**src/sv/rbei_pkg.sv**
```systemverilog
// Package with the word widths, opcodes, register indexes and register reset values of the integrator.
`default_nettype none
package rbei_pkg;
	localparam int FRAC_BITS_DEF = 16;
	localparam int WORD_BITS_DEF = 32;
	localparam int IO_BITS = 32;
	localparam int CFG_BITS = 31;
	localparam int FUNC_BITS = 3;
	localparam int IDX_BITS = 3;

	// Item opcodes.
	localparam logic [FUNC_BITS-1:0] FN_TICK = 3'd0;
	localparam logic [FUNC_BITS-1:0] FN_FORCE = 3'd1;
	localparam logic [FUNC_BITS-1:0] FN_SET_POS = 3'd2;
	localparam logic [FUNC_BITS-1:0] FN_SET_VEL = 3'd3;
	localparam logic [FUNC_BITS-1:0] FN_SET_ANG = 3'd4;
	localparam logic [FUNC_BITS-1:0] FN_SET_SPIN = 3'd5;

	// Register indexes.
	localparam logic [IDX_BITS-1:0] REG_GRAV_X = 3'd0;
	localparam logic [IDX_BITS-1:0] REG_GRAV_Y = 3'd1;
	localparam logic [IDX_BITS-1:0] REG_DT = 3'd2;
	localparam logic [IDX_BITS-1:0] REG_MASS = 3'd3;
	localparam logic [IDX_BITS-1:0] REG_MOMENT = 3'd4;
	localparam logic [IDX_BITS-1:0] REG_LIN_DRAG = 3'd5;
	localparam logic [IDX_BITS-1:0] REG_ANG_DRAG = 3'd6;

	localparam logic [IO_BITS-1:0] GRAV_Y_RESET = 32'hFFF6_3333;
	localparam logic [CFG_BITS-1:0] DT_RESET = 31'd1092;
	localparam logic [CFG_BITS-1:0] ONE_RESET = 31'd65536;
endpackage
`default_nettype wire

```
**src/sv/rbei_mul.sv**
```systemverilog
// Shared fixed-point multiplier: four 32x32 partial products over cycles, then shift and saturate.
`default_nettype none
module rbei_mul #(
	parameter int FRAC_BITS = rbei_pkg::FRAC_BITS_DEF,
	parameter int WORD_BITS = rbei_pkg::WORD_BITS_DEF
) (
	input wire logic clk,
	input wire logic arst_n,
	input wire logic start,
	input wire logic signed [WORD_BITS-1:0] a,
	input wire logic signed [WORD_BITS-1:0] b,
	output logic done,
	output logic signed [WORD_BITS-1:0] y
);
	localparam int HB = 32;
	localparam int PW = 2 * WORD_BITS;
	localparam logic signed [WORD_BITS-1:0] WMAX = {1'b0, {(WORD_BITS-1){1'b1}}};
	localparam logic signed [WORD_BITS-1:0] WMIN = {1'b1, {(WORD_BITS-1){1'b0}}};

	logic [WORD_BITS-1:0] x_q, z_q;
	logic neg_q;
	logic [PW-1:0] acc_q;
	logic [2:0] step_q;
	logic busy_q;
	logic [HB-1:0] xs, zs;
	logic [2*HB-1:0] pp;
	logic [PW+2*HB-1:0] pps;
	logic [PW-1:0] prod;
	logic [PW-1:0] shifted;
	logic ovf;

	// Pick the 32-bit halves for the current partial product.
	always_comb begin
		xs = HB'(step_q[0] ? (PW'(x_q) >> HB) : PW'(x_q));
		zs = HB'(step_q[1] ? (PW'(z_q) >> HB) : PW'(z_q));
		pp = (2*HB)'(xs) * (2*HB)'(zs);
		pps = (PW+2*HB)'(pp) << (HB * (32'(step_q[0]) + 32'(step_q[1])));
		prod = acc_q + PW'(pps);
		shifted = prod >> FRAC_BITS;
		ovf = neg_q ? (shifted > PW'(WMAX) + PW'(1)) : (shifted > PW'(WMAX));
	end

	always_ff @(posedge clk or negedge arst_n) begin
		if (!arst_n) begin
			busy_q <= 1'b0;
			done <= 1'b0;
			step_q <= '0;
		end else begin
			done <= 1'b0;
			if (start) begin
				busy_q <= 1'b1;
				step_q <= '0;
			end else if (busy_q) begin
				if (step_q == 3'd3) begin
					busy_q <= 1'b0;
					done <= 1'b1;
				end
				step_q <= step_q + 3'd1;
			end
		end
	end

	always_ff @(posedge clk) begin
		if (start) begin
			x_q <= a[WORD_BITS-1] ? WORD_BITS'(-a) : WORD_BITS'(a);
			z_q <= b[WORD_BITS-1] ? WORD_BITS'(-b) : WORD_BITS'(b);
			neg_q <= a[WORD_BITS-1] ^ b[WORD_BITS-1];
			acc_q <= '0;
		end else if (busy_q) begin
			acc_q <= prod;
			if (step_q == 3'd3) begin
				if (ovf) y <= neg_q ? WMIN : WMAX;
				else if (neg_q) y <= WORD_BITS'(-shifted);
				else y <= WORD_BITS'(shifted);
			end
		end
	end
endmodule
`default_nettype wire

```
**config.mk**
```make
export PLATFORM = sky130hd
export DESIGN_NAME = rbei_mul
export DESIGN_NICKNAME = d
export VERILOG_FILES = /design/src/sv/rbei_pkg.sv /design/src/sv/rbei_mul.sv
export SDC_FILE = /design/constraint.sdc
export NUM_CORES = 2
export LEC_CHECK = 0
export ABC_AREA = 1
export BUFFER_PORTS_ARGS = -buffer_cell sky130_fd_sc_hd__buf_2
export CORE_MARGIN = 2
export CORE_UTILIZATION = 45
export DETAILED_ROUTE_END_ITERATION = 10
export GPL_TIMING_DRIVEN = 0
export PLACE_DENSITY_LB_ADDON = 0.1
export SYNTH_ARGS = -nofsm -noshare
export SYNTH_HDL_FRONTEND = slang
export SYNTH_SLANG_ARGS = --single-unit
```
**constraint.sdc**
```tcl
create_clock -name clk -period 25 [get_ports clk]
set_clock_uncertainty 0.05 [all_clocks]
set_input_delay 3.75 -clock clk [delete_from_list [all_inputs] [get_ports clk]]
set_output_delay 3.75 -clock clk [all_outputs]
set_load 0.03 [all_outputs]
```
### Word-level counts from Yosys, hierarchy flattened

Cells that the tools add are included.
W data, S select, Z words.

* logic and storage cells: 41
* register bits: 166

* magnitude comparators: 2
* add/subtract/negate cells: 6
* equality and inequality tests: 1
* bitwise logic cells: 2
* shifts and indexed selects: 1
* reduce and logical (&&, ||, !) cells: 2
* multipliers: 1
* mux-type cells: 16

Operator list (number)
* $mux W32: 5
* $neg A32 Y32: 3
* $add A64 B64 Y64: 1
* $mul A32 B32 Y64: 1
* $shl A64 B7 Y64: 1
* $mux W31: 2
* $gt A48 B31 Y1 const B: 1
* $gt A48 B32 Y1 const B: 1
* $mux W1: 7
* $mux W3: 2
* $add A3 B1 Y3 const B: 1
* $eq A3 B2 Y1 const B: 1
* $reduce_and A3 Y1: 1
* $add A1 B1 Y2: 1
* $reduce_bool A2 Y1: 1
* $not A1 Y1: 1
* $xor A1 B1 Y1: 1

### Longest topological paths before layout

* word-level depth: 7
* depth in mapped cells: 58

### Worst setup path after synthesis

No wires, ideal clock.

* path type: reg-to-reg
* from: register step_q[1]
* to: register y[2], data pin
* arrival time: 9383 ps
* library setup time: 257 ps
* required time: 24693 ps
* stages on the path, launching flop included: 48
* path slack: 15310 ps
* path through: dfrtp_1 -> inv_1 -> buf_1 -> nand2_1 -> inv_1 -> buf_1 -> nand2_1 -> fa_1 -> fa_1 -> fa_1 -> fa_1 -> fa_1 -> inv_1 -> fa_1 -> fa_1 -> fa_1 -> ha_1 -> nand2_1 -> [12 not listed] -> inv_1 -> ha_1 -> a21oi_1 -> a21boi_0 -> nor2_1 -> nor2_1 -> o21ai_0 -> a21oi_1 -> nand2_1 -> a21oi_1 -> inv_1 -> nand3_1 -> nand2_1 -> nor2_2 -> nand3_4 -> nand2_4 -> buf_8 -> o21ai_2

* cells in the longest elaborated chain, start to end: 7
* elaborated cells between the ends (all ways): 11

RTL lines
* start: declaration: line rbei_mul.sv:23 `logic [2:0] step_q;`
* start signal: assignment: line rbei_mul.sv:58 `step_q <= step_q + 3'd1;`
* $mux W32: line rbei_mul.sv:35 `zs = HB'(step_q[1] ? (PW'(z_q) >> HB) : PW'(z_q));`
* $mul A32 B32 Y64: line rbei_mul.sv:36 `pp = (2*HB)'(xs) * (2*HB)'(zs);`
* $shl A64 B7 Y64 (*): line rbei_mul.sv:37 `pps = (PW+2*HB)'(pp) << (HB * (32'(step_q[0]) + 32'(step_q[1])));`
* $add A64 B64 Y64 (*): line rbei_mul.sv:38 `prod = acc_q + PW'(pps);`
* $gt A48 B31 Y1 (tied with other cells): line rbei_mul.sv:40 `ovf = neg_q ? (shifted > PW'(WMAX) + PW'(1)) : (shifted > PW'(WMAX));`
* $mux W1 or $mux W32 (tied branches): line rbei_mul.sv:40, rbei_mul.sv:73
* $mux W32 (*): line rbei_mul.sv:72 `if (ovf) y <= neg_q ? WMIN : WMAX;`
* end signal: assignment: line rbei_mul.sv:72
* end signal: assignment: line rbei_mul.sv:73 `else if (neg_q) y <= WORD_BITS'(-shifted);`
* end signal: assignment: line rbei_mul.sv:74 `else y <= WORD_BITS'(shifted);`
* end: declaration: line rbei_mul.sv:13 `output logic signed [WORD_BITS-1:0] y`

Mark *: on every way between the ends. The rest lies on a longest branch, timed or not.
A chain may end at the register's enable or synchronous reset.

### Final worst setup path

* from: register step_q[0]
* to: register y[23], data pin

* cells in the longest elaborated chain, start to end: 7
* elaborated cells between the ends (all ways): 11

RTL lines
* $mux W32: line rbei_mul.sv:34 `xs = HB'(step_q[0] ? (PW'(x_q) >> HB) : PW'(x_q));`
* $mul A32 B32 Y64: line rbei_mul.sv:36
* $shl A64 B7 Y64 (*): line rbei_mul.sv:37
* $add A64 B64 Y64 (*): line rbei_mul.sv:38
* $gt A48 B31 Y1 (tied with other cells): line rbei_mul.sv:40
* $mux W1 or $mux W32 (tied branches): line rbei_mul.sv:40, rbei_mul.sv:73
* $mux W32 (*): line rbei_mul.sv:72

Marked as above.

==> metrics.txt <==
Slew headroom 10.1%; Worst Path Arrival 14.52 ns; die width 328 um; Num CTS Buffers 17; total number of H-tree levels 4; Tot GR Track Use 37.1%; first-pass GRT wire length 286000 um; final max-slew violation count 0; # rows 118; Setup CP Type reg -> reg; EDFF count, synth 97; RR Startpoint step_q[0]$_DFFE_PN0P_; worst slew pin tran 1.34 ns; initial core utilization 45.5%; R2R Setup Slk 10.70 ns; PortBufs 98; largest net degree at the start of global routing 72; GPL Wtd Cong 1.09; WL/cell 24.8 um; Die Span Y 328 um; Fin Setup TNS 0 ns; RSZ-0062 raised after global routing false; number of synthesized register bits 166; Mapped Avg Cell Area 7.42 um^2; synthesis-to-layout area growth 6.04%; CP Launch Type register; # Post-CTS Setup Buffers 0; WHS Path Cells 2; fraction of registers with async set/reset 3.01%; status completed; Req. time, crit path 25.22 ns; delay of the slowest critical-path stage 0.79 ns; clock-pin transition on the worst setup and hold timing paths 0.09 ns; DR iter-0 viols 3471; post-synth cell types 52; detailed-route vias per instance 5.34; Hold Crit Class reg -> reg; DR pass1 iterations 6; deepest clock path buffer count 2; Mapped Cells 6363; part of the Yosys area used for sequential elements 9.14%; DP HPWL 169000 um; WHS Endpoint acc_q[23]$_SDFFE_PP0P_; post-route minimum period 14.30 ns; DRC Markers 0; # setup viols final 0; syn nets 7659; post-cts sizing count 0; vias in the first global route 43400; period utilization 57.2%; die area 0.108 mm^2; share of cells above drive strength 1 3.76%; min-delay src acc_q[23]$_SDFFE_PP0P_; prevailing post-synth register cell edfxtp_1; R2R depth 47; Clk Tree Root Cell clkbuf_16; commonest non-fill, non-tap cell in the layout nand2_1; CP dominant cell by count nand2_1; synthesized area 0.0472 mm^2; Fin. Hold Viols 0; WL final 195000 um; CP Capture Type register; RR Endpoint y[23]$_DFFE_PP_; grt ovf 0; Skew-Pair Late Insertion Delay 0.51 ns; NumNets Final 7776; final hold slack 0.420 ns; Core Footprint 0.104 mm^2; filler instances 10800; Ys Warns 0; CP max-delay cell clkbuf_1; crit path max fanout 10; commonest cells after routing, fill and taps aside nand2_1, inv_1, fa_1, nor2_1, ha_1; TritonCTS Sinks 166; Routed Antenna Nets 0; Fmax 69.9 MHz; # hold bufs at CTS 0; # Max-Cap Violations 0; initial antenna violation count 3; DR vias 42100; CTS tree done; io pins 100
synthesized netlist by cell type, types with 10 or more instances:
cell | number | area [um^2]
nand3_1 | 172 | 861
clkinv_1 | 20 | 75.1
nand2_1 | 1661 | 6230
nor3_1 | 39 | 195
inv_1 | 1395 | 5240
o21bai_1 | 16 | 120
or2_2 | 11 | 68.8
buf_1 | 23 | 86.3
nor2_2 | 23 | 144
nand4_1 | 44 | 275
inv_2 | 20 | 75.1
edfxtp_1 | 97 | 2910
dfxtp_1 | 64 | 1280
xnor2_1 | 51 | 447
nor4_1 | 11 | 68.8
ha_1 | 332 | 4150
clkbuf_1 | 160 | 601
nand3_2 | 10 | 100
nor2_1 | 808 | 3030
a31oi_1 | 14 | 87.6
fa_1 | 897 | 18000
o21ai_0 | 139 | 696
a21oi_1 | 162 | 811
a21o_1 | 15 | 113
nand2_2 | 27 | 169
xor2_1 | 75 | 657
flip-flops by register name, indices dropped and copies added, names as in the netlist:
register	count
acc_q	64
busy_q	1
done	1
neg_q	1
step_q	3
x_q	32
y	32
z_q	32
per-stage QoR:
step,instance area [um^2],utilization (%),setup slack [ns],instances
final,50100,48.3,10.70,7875
after floorplan,47200,-,15.31,6363
after CTS,50100,48.3,11.04,7873
after global placement,49500,47.6,11.09,7841
after global routing,50100,48.3,10.43,7874
after detailed placement,49500,47.7,11.08,7841
critical path: cells and delay by family, from the launching register on:
kind | cells | cell delay, ns
simple gates | 19 | 3.57
compound gates | 6 | 2.08
xor+xnor | 1 | 0.29
fa+ha+maj | 10 | 4.94
flops | 1 | 0.41
buf+inv | 11 | 2.62
how the worst max path moves through the flow:
stage                           end  cells past startpoint                  start  slack, ns
finish              y[23]$_DFFE_PP_                     47  step_q[0]$_DFFE_PN0P_      10.70
detailed placement  y[29]$_DFFE_PP_                     46  step_q[0]$_DFFE_PN0P_      11.08
global placement    y[29]$_DFFE_PP_                     46  step_q[0]$_DFFE_PN0P_      11.09
global route        y[29]$_DFFE_PP_                     46  step_q[0]$_DFFE_PN0P_      10.43
CTS                 y[29]$_DFFE_PP_                     46  step_q[0]$_DFFE_PN0P_      11.04
floorplan            y[2]$_DFFE_PP_                     47  step_q[1]$_DFFE_PN0P_      15.31
cell families (layout without fill, tap and decap cells):
logic type / after synthesis / count (layout) / share of synthesized area (%)
AO/OA/AOI/OAI: 393 / 393 / 4.68
XOR/XNOR: 127 / 127 / 2.39
adder cells (fa/ha/maj): 1229 / 1229 / 46.8
buffers and inverters: 1623 / 1753 / 13.0
flip-flops: 166 / 166 / 9.14
other: 0 / 2 / 0
AND/OR/NAND/NOR: 2825 / 2825 / 24.0
area by class of cell:
cell class	count	area (um^2)	share of cell area (%)
Multi-Input combinational cell	4574	36800	73.5
Clock inverter	15	194	0.387
Antenna cell	2	5.00	0.00999
Buffer	188	747	1.49
Clock buffer	17	425	0.849
Sequential cell	166	4320	8.62
Tap cell	1380	1730	3.45
Inverter	1435	5390	10.8
Timing Repair Buffer	98	493	0.984
routing by layer:
layer	part of all wire, %	track usage (%)	wire (um)
met5	0.020	0	39
met4	8.4	25.0	16500
met3	8.3	8.54	16200
met2	46	60.9	90400
met1	37	43.3	72100
Power is not shown: default switching activity piles up to over one toggle a cycle in this logic, so the estimate is an artifact.
