[src/sv/rbei_pkg.sv]
// Package with the word widths, opcodes, register indexes and register reset values of the integrator.
`default_nettype none
package rbei_pkg;
	localparam int FRAC_BITS_DEF = 16;
	localparam int WORD_BITS_DEF = 32;
	localparam int IO_BITS = 32;
	localparam int CFG_BITS = 31;
	localparam int FUNC_BITS = 3;
	localparam int IDX_BITS = 3;

	// Item opcodes.
	localparam logic [FUNC_BITS-1:0] FN_TICK = 3'd0;
	localparam logic [FUNC_BITS-1:0] FN_FORCE = 3'd1;
	localparam logic [FUNC_BITS-1:0] FN_SET_POS = 3'd2;
	localparam logic [FUNC_BITS-1:0] FN_SET_VEL = 3'd3;
	localparam logic [FUNC_BITS-1:0] FN_SET_ANG = 3'd4;
	localparam logic [FUNC_BITS-1:0] FN_SET_SPIN = 3'd5;

	// Register indexes.
	localparam logic [IDX_BITS-1:0] REG_GRAV_X = 3'd0;
	localparam logic [IDX_BITS-1:0] REG_GRAV_Y = 3'd1;
	localparam logic [IDX_BITS-1:0] REG_DT = 3'd2;
	localparam logic [IDX_BITS-1:0] REG_MASS = 3'd3;
	localparam logic [IDX_BITS-1:0] REG_MOMENT = 3'd4;
	localparam logic [IDX_BITS-1:0] REG_LIN_DRAG = 3'd5;
	localparam logic [IDX_BITS-1:0] REG_ANG_DRAG = 3'd6;

	localparam logic [IO_BITS-1:0] GRAV_Y_RESET = 32'hFFF6_3333;
	localparam logic [CFG_BITS-1:0] DT_RESET = 31'd1092;
	localparam logic [CFG_BITS-1:0] ONE_RESET = 31'd65536;
endpackage
`default_nettype wire

[src/sv/rbei_div.sv]
// Shared restoring divider: one quotient bit per cycle of (|a| << FRAC_BITS) / d, saturated.
`default_nettype none
module rbei_div #(
	parameter int FRAC_BITS = rbei_pkg::FRAC_BITS_DEF,
	parameter int WORD_BITS = rbei_pkg::WORD_BITS_DEF
) (
	input wire logic clk,
	input wire logic arst_n,
	input wire logic start,
	input wire logic signed [WORD_BITS-1:0] a,
	input wire logic [rbei_pkg::CFG_BITS-1:0] d,
	output logic done,
	output logic signed [WORD_BITS-1:0] y
);
	localparam int NB = WORD_BITS + FRAC_BITS;
	localparam int CW = $clog2(NB + 1);
	localparam int RB = rbei_pkg::CFG_BITS + 1;
	localparam logic signed [WORD_BITS-1:0] WMAX = {1'b0, {(WORD_BITS-1){1'b1}}};
	localparam logic signed [WORD_BITS-1:0] WMIN = {1'b1, {(WORD_BITS-1){1'b0}}};

	logic [NB-1:0] num_q, quo_q;
	logic [RB-1:0] rem_q;
	logic [CW-1:0] cnt_q;
	logic neg_q, busy_q;
	logic [RB-1:0] rtry;
	logic ge;
	logic [NB-1:0] qn;
	logic ovf;

	always_comb begin
		rtry = {rem_q[RB-2:0], num_q[NB-1]};
		ge = rtry >= RB'(d);
		qn = {quo_q[NB-2:0], ge};
		ovf = neg_q ? (qn > NB'(WMAX) + NB'(1)) : (qn > NB'(WMAX));
	end

	always_ff @(posedge clk or negedge arst_n) begin
		if (!arst_n) begin
			busy_q <= 1'b0;
			done <= 1'b0;
			cnt_q <= '0;
		end else begin
			done <= 1'b0;
			if (start) begin
				busy_q <= 1'b1;
				cnt_q <= CW'(NB - 1);
			end else if (busy_q) begin
				cnt_q <= cnt_q - CW'(1);
				if (cnt_q == '0) begin
					busy_q <= 1'b0;
					done <= 1'b1;
				end
			end
		end
	end

	// Shift in one numerator bit, subtract when it fits.
	always_ff @(posedge clk) begin
		if (start) begin
			num_q <= NB'(a[WORD_BITS-1] ? WORD_BITS'(-a) : WORD_BITS'(a)) << FRAC_BITS;
			quo_q <= '0;
			rem_q <= '0;
			neg_q <= a[WORD_BITS-1];
		end else if (busy_q) begin
			num_q <= num_q << 1;
			rem_q <= ge ? rtry - RB'(d) : rtry;
			quo_q <= qn;
			if (cnt_q == '0) begin
				if (ovf) y <= neg_q ? WMIN : WMAX;
				else if (neg_q) y <= WORD_BITS'(-qn);
				else y <= WORD_BITS'(qn);
			end
		end
	end
endmodule
`default_nettype wire

[config.mk]
export PLATFORM = sky130hd
export DESIGN_NAME = rbei_div
export DESIGN_NICKNAME = d
export VERILOG_FILES = /design/src/sv/rbei_pkg.sv /design/src/sv/rbei_div.sv
export SDC_FILE = /design/constraint.sdc
export NUM_CORES = 1
export LEC_CHECK = 0
export ABC_AREA = 1
export BUFFER_PORTS_ARGS = -buffer_cell sky130_fd_sc_hd__buf_2
export CAP_MARGIN = 20
export CORE_UTILIZATION = 60
export CTS_CLUSTER_SIZE = 24
export DETAILED_ROUTE_END_ITERATION = 7
export GPL_TIMING_DRIVEN = 0
export MAX_ROUTING_LAYER = met4
export PLACE_DENSITY = 0.81
export SETUP_SLACK_MARGIN = 0.05
export SYNTH_ARGS = -nofsm -noshare
export SYNTH_HDL_FRONTEND = slang
export SYNTH_SLANG_ARGS = --single-unit
[constraint.sdc]
create_clock -name clk -period 4.04 [get_ports clk]
set_input_delay 0.404 -clock clk [delete_from_list [all_inputs] [get_ports clk]]
set_output_delay 0.404 -clock clk [all_outputs]
set_load 0.1 [all_outputs]
# --- After elaboration in Yosys (flattened, before gate mapping) ---
# Cells that the tools add are included.
totals:
  register_bits: 151
  in_bits: 66
  out_inout_bits: 33
  word_cells: 35
op_classes:
  n_addsub: 4
  magnitude_cmp: 3
  n_mux: 16
  bitwise: 1
  n_reduce_logical: 3
ops:
  columns: ["operator", "count"]
  rows:
  - ["32-bit 2-to-1 mux", 4]
  - ["48-bit 2-to-1 mux", 2]
  - ["32-bit negator", 2]
  - ["48-bit by 31-bit greater-than comparator with 1-bit output (second input constant)", 1]
  - ["48-bit by 32-bit greater-than comparator with 1-bit output (second input constant)", 1]
  - ["32-bit by 31-bit >= comparator with 1-bit output", 1]
  - ["31-bit 2-to-1 mux", 1]
  - ["31-bit subtractor", 1]
  - ["6-bit 2-to-1 mux", 2]
  - ["1-bit 2-to-1 mux", 7]
  - ["6-bit logical NOT", 1]
  - ["6-bit by 1-bit subtractor with 6-bit output (second input constant)", 1]
  - ["3-bit AND reduction", 1]
  - ["2-bit nonzero test", 1]
  - ["1-bit NOT", 1]

# --- Depth between registers and ports, before layout ---
depth:
  word_depth: 4
  mapped_depth: 24
  depth_no_buf: 23

# --- Worst setup path before layout ---
# OpenSTA, ideal clock, no wires.
synth_timing:
  path_kind: "input to register"
  startpoint: "input d[3] in the netlist's numbering"
  endpoint: "register y[23] (data pin)"
  setup_ps: 249
  arrival_ps: 2901
  required_ps: 3791
  path_slack_ps: 889
  stages: 22
  n_path_buf: 1
  path_cell_list: "inv_1 > ha_1 > a21oi_2 > nand2_1 > nand2_1 > nand2_1 > nand2_1 > nand3_2 > a21oi_4 > ha_1 > nand3_1 > nor2_2 > nand4_2 > o21ai_2 > nand2_4 > clkinv_4 > buf_6 > nand2_1 > inv_1 > nand2_1 > nand2_1 > inv_1"
synth_between:
  elab_chain_cells: 4
  elab_cells_between_ends: 7
  cone_classes: "add/sub: 1; order compare: 3; mux: 3"
synth_rtl:
  columns: ["element", "line_no", "source"]
  rows:
  - ["from (decl)", "rbei_div.sv:11", "input wire logic [rbei_pkg::CFG_BITS-1:0] d,"]
  - ["32-bit by 31-bit >= comparator with 1-bit output (*)", "rbei_div.sv:32", "ge = rtry >= RB'(d);"]
  - ["48-bit by 31-bit greater-than comparator with 1-bit output, or another cell as far along", "rbei_div.sv:34", "ovf = neg_q ? (qn > NB'(WMAX) + NB'(1)) : (qn > NB'(WMAX));"]
  - ["1-bit 2-to-1 mux or 32-bit 2-to-1 mux (tied branches)", "rbei_div.sv:34, rbei_div.sv:70", null]
  - ["32-bit 2-to-1 mux (*)", "rbei_div.sv:69", "if (ovf) y <= neg_q ? WMIN : WMAX;"]
  - ["to (signal assigned)", "rbei_div.sv:69", null]
  - ["to (signal assigned)", "rbei_div.sv:70", "else if (neg_q) y <= WORD_BITS'(-qn);"]
  - ["to (signal assigned)", "rbei_div.sv:71", "else y <= WORD_BITS'(qn);"]
  - ["to (decl)", "rbei_div.sv:13", "output logic signed [WORD_BITS-1:0] y"]
# Every way passes the cells marked *; elsewhere a longest branch is shown, timed or not.
# A chain may end at the register's enable or synchronous reset.

# --- Worst setup path in the final report ---
layout_timing:
  startpoint: "register num_q[47]"
  endpoint: "register y[23] (data pin)"
layout_between:
  elab_chain_cells: 4
  elab_cells_between_ends: 7
  cone_classes: "add/sub: 1; order compare: 3; mux: 3"
layout_rtl:
  columns: ["element", "line_no", "source"]
  rows:
  - ["from (decl)", "rbei_div.sv:21", "logic [NB-1:0] num_q, quo_q;"]
  - ["from (signal assigned)", "rbei_div.sv:60", "num_q <= NB'(a[WORD_BITS-1] ? WORD_BITS'(-a) : WORD_BITS'(a)) << FRAC_BITS;"]
  - ["from (signal assigned)", "rbei_div.sv:65", "num_q <= num_q << 1;"]
  - ["32-bit by 31-bit >= comparator with 1-bit output (*)", "rbei_div.sv:32", null]
  - ["48-bit by 31-bit greater-than comparator with 1-bit output, or another cell as far along", "rbei_div.sv:34", null]
  - ["1-bit 2-to-1 mux or 32-bit 2-to-1 mux (tied branches)", "rbei_div.sv:34, rbei_div.sv:70", null]
  - ["32-bit 2-to-1 mux (*)", "rbei_div.sv:69", null]
# Marked as above.

==> out/qor.txt <==
DP Area: 10,200 sq um
Critical Path RT: 4.22 ns
Clock skew: 0.0109 ns
Layer with the highest usage: met2
Final Setup Violations: 0
CP Class: register to register
Hold_ws: 0.215 ns
M2 GR Usage: 51.6%
Post-Synth Adder-Cell Area: 4.88%
Slowest cell delay on critical path: 0.38 ns
Crit path max fanout: 10
Routed Antenna Nets: 0
Worst-Skew Late Latency: 0.43 ns
Multiplexer share of the synthesized area: 0%
HP Start: a[31]
Crit start category: register
Number of global-route vias before repair: 8,328
Post-DR wirelength/cell: 14.9 um
Number of CTS-inserted buffers: 17
Power Total: 6.50 mW
First-pass GRT wire length: 39,800 um
Routed WL: 24,200 um
Fin. max-slew vios: 0
Top_reg_cell synth: dfxtp_1
Most common cell after layout, fill and taps aside: nand2_1
Clock transition at path regs: 0.06 ns
Worst R2R Setup Slack: 0.33 ns
Final setup TNS: 0 ns
Top cell type's share of synthesized area: 20.8%
Slowest cell on the critical path: edfxtp_1
Clk root buf: clkbuf_16
Yosys reg bits: 151
Antenna cell count: 0
Cell Chain, Critical Path: inv_1, ha_2, fa_1, inv_1, nand3_1, nand2_1, nand2_1, nand2_1, nand2_1, nand3_2, a21oi_4, ha_1, nand3_1, nor2_4, nand4_2, o21ai_2, nand2_4, clkinv_4, buf_6, nand2_1, inv_1, nand2_1, nand2_1, inv_1
Clock tree buffer depth: 2
Final instance area: 10,900 sq um
Power density over cell area: 598 nW/um^2
Filler cells: 1,277
Compound-Gate Fraction of Synth Area: 14.3%
Pre-CTS WS: 0.0607 ns
Cell Rows: 45
Buf/Inv on CP: 6
Worst hold stages: 1
Drt drc: 0
Yosys top cell by area: edfxtp_1
P&R area growth vs syn: 15.9%
Total number of vias: 8,924
Fin nets: 1,498
Final hold vios: 0
Worst-Margin Slew: 0.951 ns
Final cell count without fillers: 1,620
Min cycle time layout: 3.71 ns
Avg Vias per Cell: 5.51
Hold endpoint: neg_q
H-tree Lvls: 4
Die Width: 127 um
Leak pwr: 5.13 nW
Placeable Area: 15,300 sq um
RSZ-0062 raised after global routing: false
Initial drt markers: 707
Simple-gate share of the synthesized area: 26.8%
Syn Area/Cell: 7.38 sq um
Initial antenna violation count: 0
Layout Utilization: 71.3%
Final HPWL DP: 18,000 um
WP data arrival: 3.90 ns
Post-Syn Nets: 1,375
Top-Level Pins: 99
Initial Util: 61.5%
Grt ovf: 0
Full die area: 16,200 sq um
RR Startpoint: num_q[47]
FMAX: 269 MHz
Most frequent cells in the layout: nand2_1, inv_1, nor2_1, buf_2, o21ai_0
Die Ht: 127 um
Met1 Use GR: 42.9%
Slew margin rel.: 36.3%
Overall global routing resource usage: 32.3%
Met3 usage: 5.32%
Reg2reg path depth: 24
Worst Hold Class: primary input to register
Outcome: finished, final reports clean
Largest net degree at the start of global routing: 34
GP Congestion: 0.946
Clk sinks: 151
Max-Cap Viols: 0
Critical path capture point type: register
1st-pass router iterations: 5
Main area contributors after synthesis: edfxtp_1, dfxtp_1, nand2_1, inv_1, nor2_1
Register area share after synthesis: 39.5%
Post-Synth XOR/XNOR Area: 5.41%
Syn Inst Count: 1,273
Worst path most repeated cell: nand2_1
CTS tree: built
Post-synth EDFFs: 65
Worst VDD drop: 0.380 mV
Synthesized area: 9390 sq um
Period utilization: 91.9%
Setup WS post-layout: 0.327 ns
Async set-reset flop share out of synthesis: 5.30%
RR Endpoint: y[23]
Yosys warnings: 0
Inst Count DP: 1,584
Cell variety after synth: 48
Cell family with most CP delay: simple AND/OR/NAND/NOR gates
Largest family of logic cells by synthesized area: simple AND/OR/NAND/NOR gates
Ratio of cells with drive above 1 in the final layout: 13.7%
Port bufs: 98
==> kinds of logic (layout without fill, tap and decap cells) <==
group                    after synthesis  after routing
XOR/XNOR                              58             58
buffers and inverters                212            348
flip-flops                           151            151
AO/OA/AOI/OAI                        231            231
AND/OR/NAND/NOR                      585            585
adder cells (fa/ha/maj)               36             36
==> cells in the mapped netlist, types with 3 or more instances <==
cell and number:
a21o_1 4, a21oi_1 52, a21oi_2 3, a31oi_1 6, buf_2 4, buf_6 5
clkbuf_1 31, dfrtp_1 8, dfxtp_1 78, edfxtp_1 65, ha_1 35, inv_1 157
inv_2 12, nand2_1 311, nand2_2 6, nand2_4 4, nand3_1 70, nand3b_1 5
nand4_1 17, nor2_1 128, nor2_2 3, nor3_1 16, nor3_2 4, nor4_1 6
o211ai_1 13, o21ai_0 81, o21ai_1 9, o21bai_1 5, o22ai_1 47, o31ai_1 3
or2_2 6, xnor2_1 16, xor2_1 42
==> power breakdown <==
| part | switching, mW | internal, mW |
|---|---|---|
| clock | 0.611 | 1.14 |
| combinational | 1.78 | 0.994 |
| sequential | 0.142 | 1.84 |
| total | 2.53 | 3.97 |
==> worst max-delay path by stage <==
stage / from / endpoint / depth (start not counted)
CTS: num_q[47] / y[6] / 20
detailed placement: d[0] / y[6] / 20
global placement: start / y[5] / 5
floorplan: d[3] / y[23] / 22
finish: num_q[47] / y[23] / 24
global route: num_q[47] / y[23] / 24
==> metal layers <==
| layer | wire length (um) | part of all wire (%) |
|---|---|---|
| met4 | 366 | 1.5 |
| met1 | 10900 | 45 |
| met2 | 11100 | 46 |
| met3 | 1840 | 7.6 |
| met5 | 0 | 0 |
==> worst reg2reg max path, stage by stage, from the launching register on <==
cell	delay, ns
edfxtp_1	0.38
inv_1	0.07
ha_2	0.22
fa_1	0.18
inv_1	0.06
nand3_1	0.07
nand2_1	0.11
nand2_1	0.08
nand2_1	0.11
nand2_1	0.14
nand3_2	0.18
a21oi_4	0.22
ha_1	0.20
nand3_1	0.20
nor2_4	0.18
nand4_2	0.17
o21ai_2	0.22
nand2_4	0.13
clkinv_4	0.14
buf_6	0.16
nand2_1	0.08
inv_1	0.06
nand2_1	0.05
nand2_1	0.05
inv_1	0.04
==> registers in the layout (all words and copies together), names as in the netlist <==
register,cells
busy_q,1
cnt_q,6
done,1
neg_q,1
num_q,32
quo_q,47
rem_q,31
y,32
==> layout make-up <==
type / instances / area, sq um / share of cell area [%]
buffer: 42 / 209 / 1.92
clock buffer: 25 / 518 / 4.76
clock inverter: 7 / 136 / 1.25
inverter: 170 / 643 / 5.91
multi-input combinational: 910 / 4840 / 44.5
sequential: 151 / 3710 / 34.1
tap: 211 / 264 / 2.43
timing repair buffer: 104 / 558 / 5.13
==> repair_timing <==
item / in CTS / in global routing
buffers inserted: 1 / 2
endpoints found under the setup margin: 1 / 26
hold buffers: 1 / 0
pin swaps: 1 / 1
endpoints found under the hold margin: 8 / 0
resized for setup: 0 / 3
(Power assumes the default switching activity.)
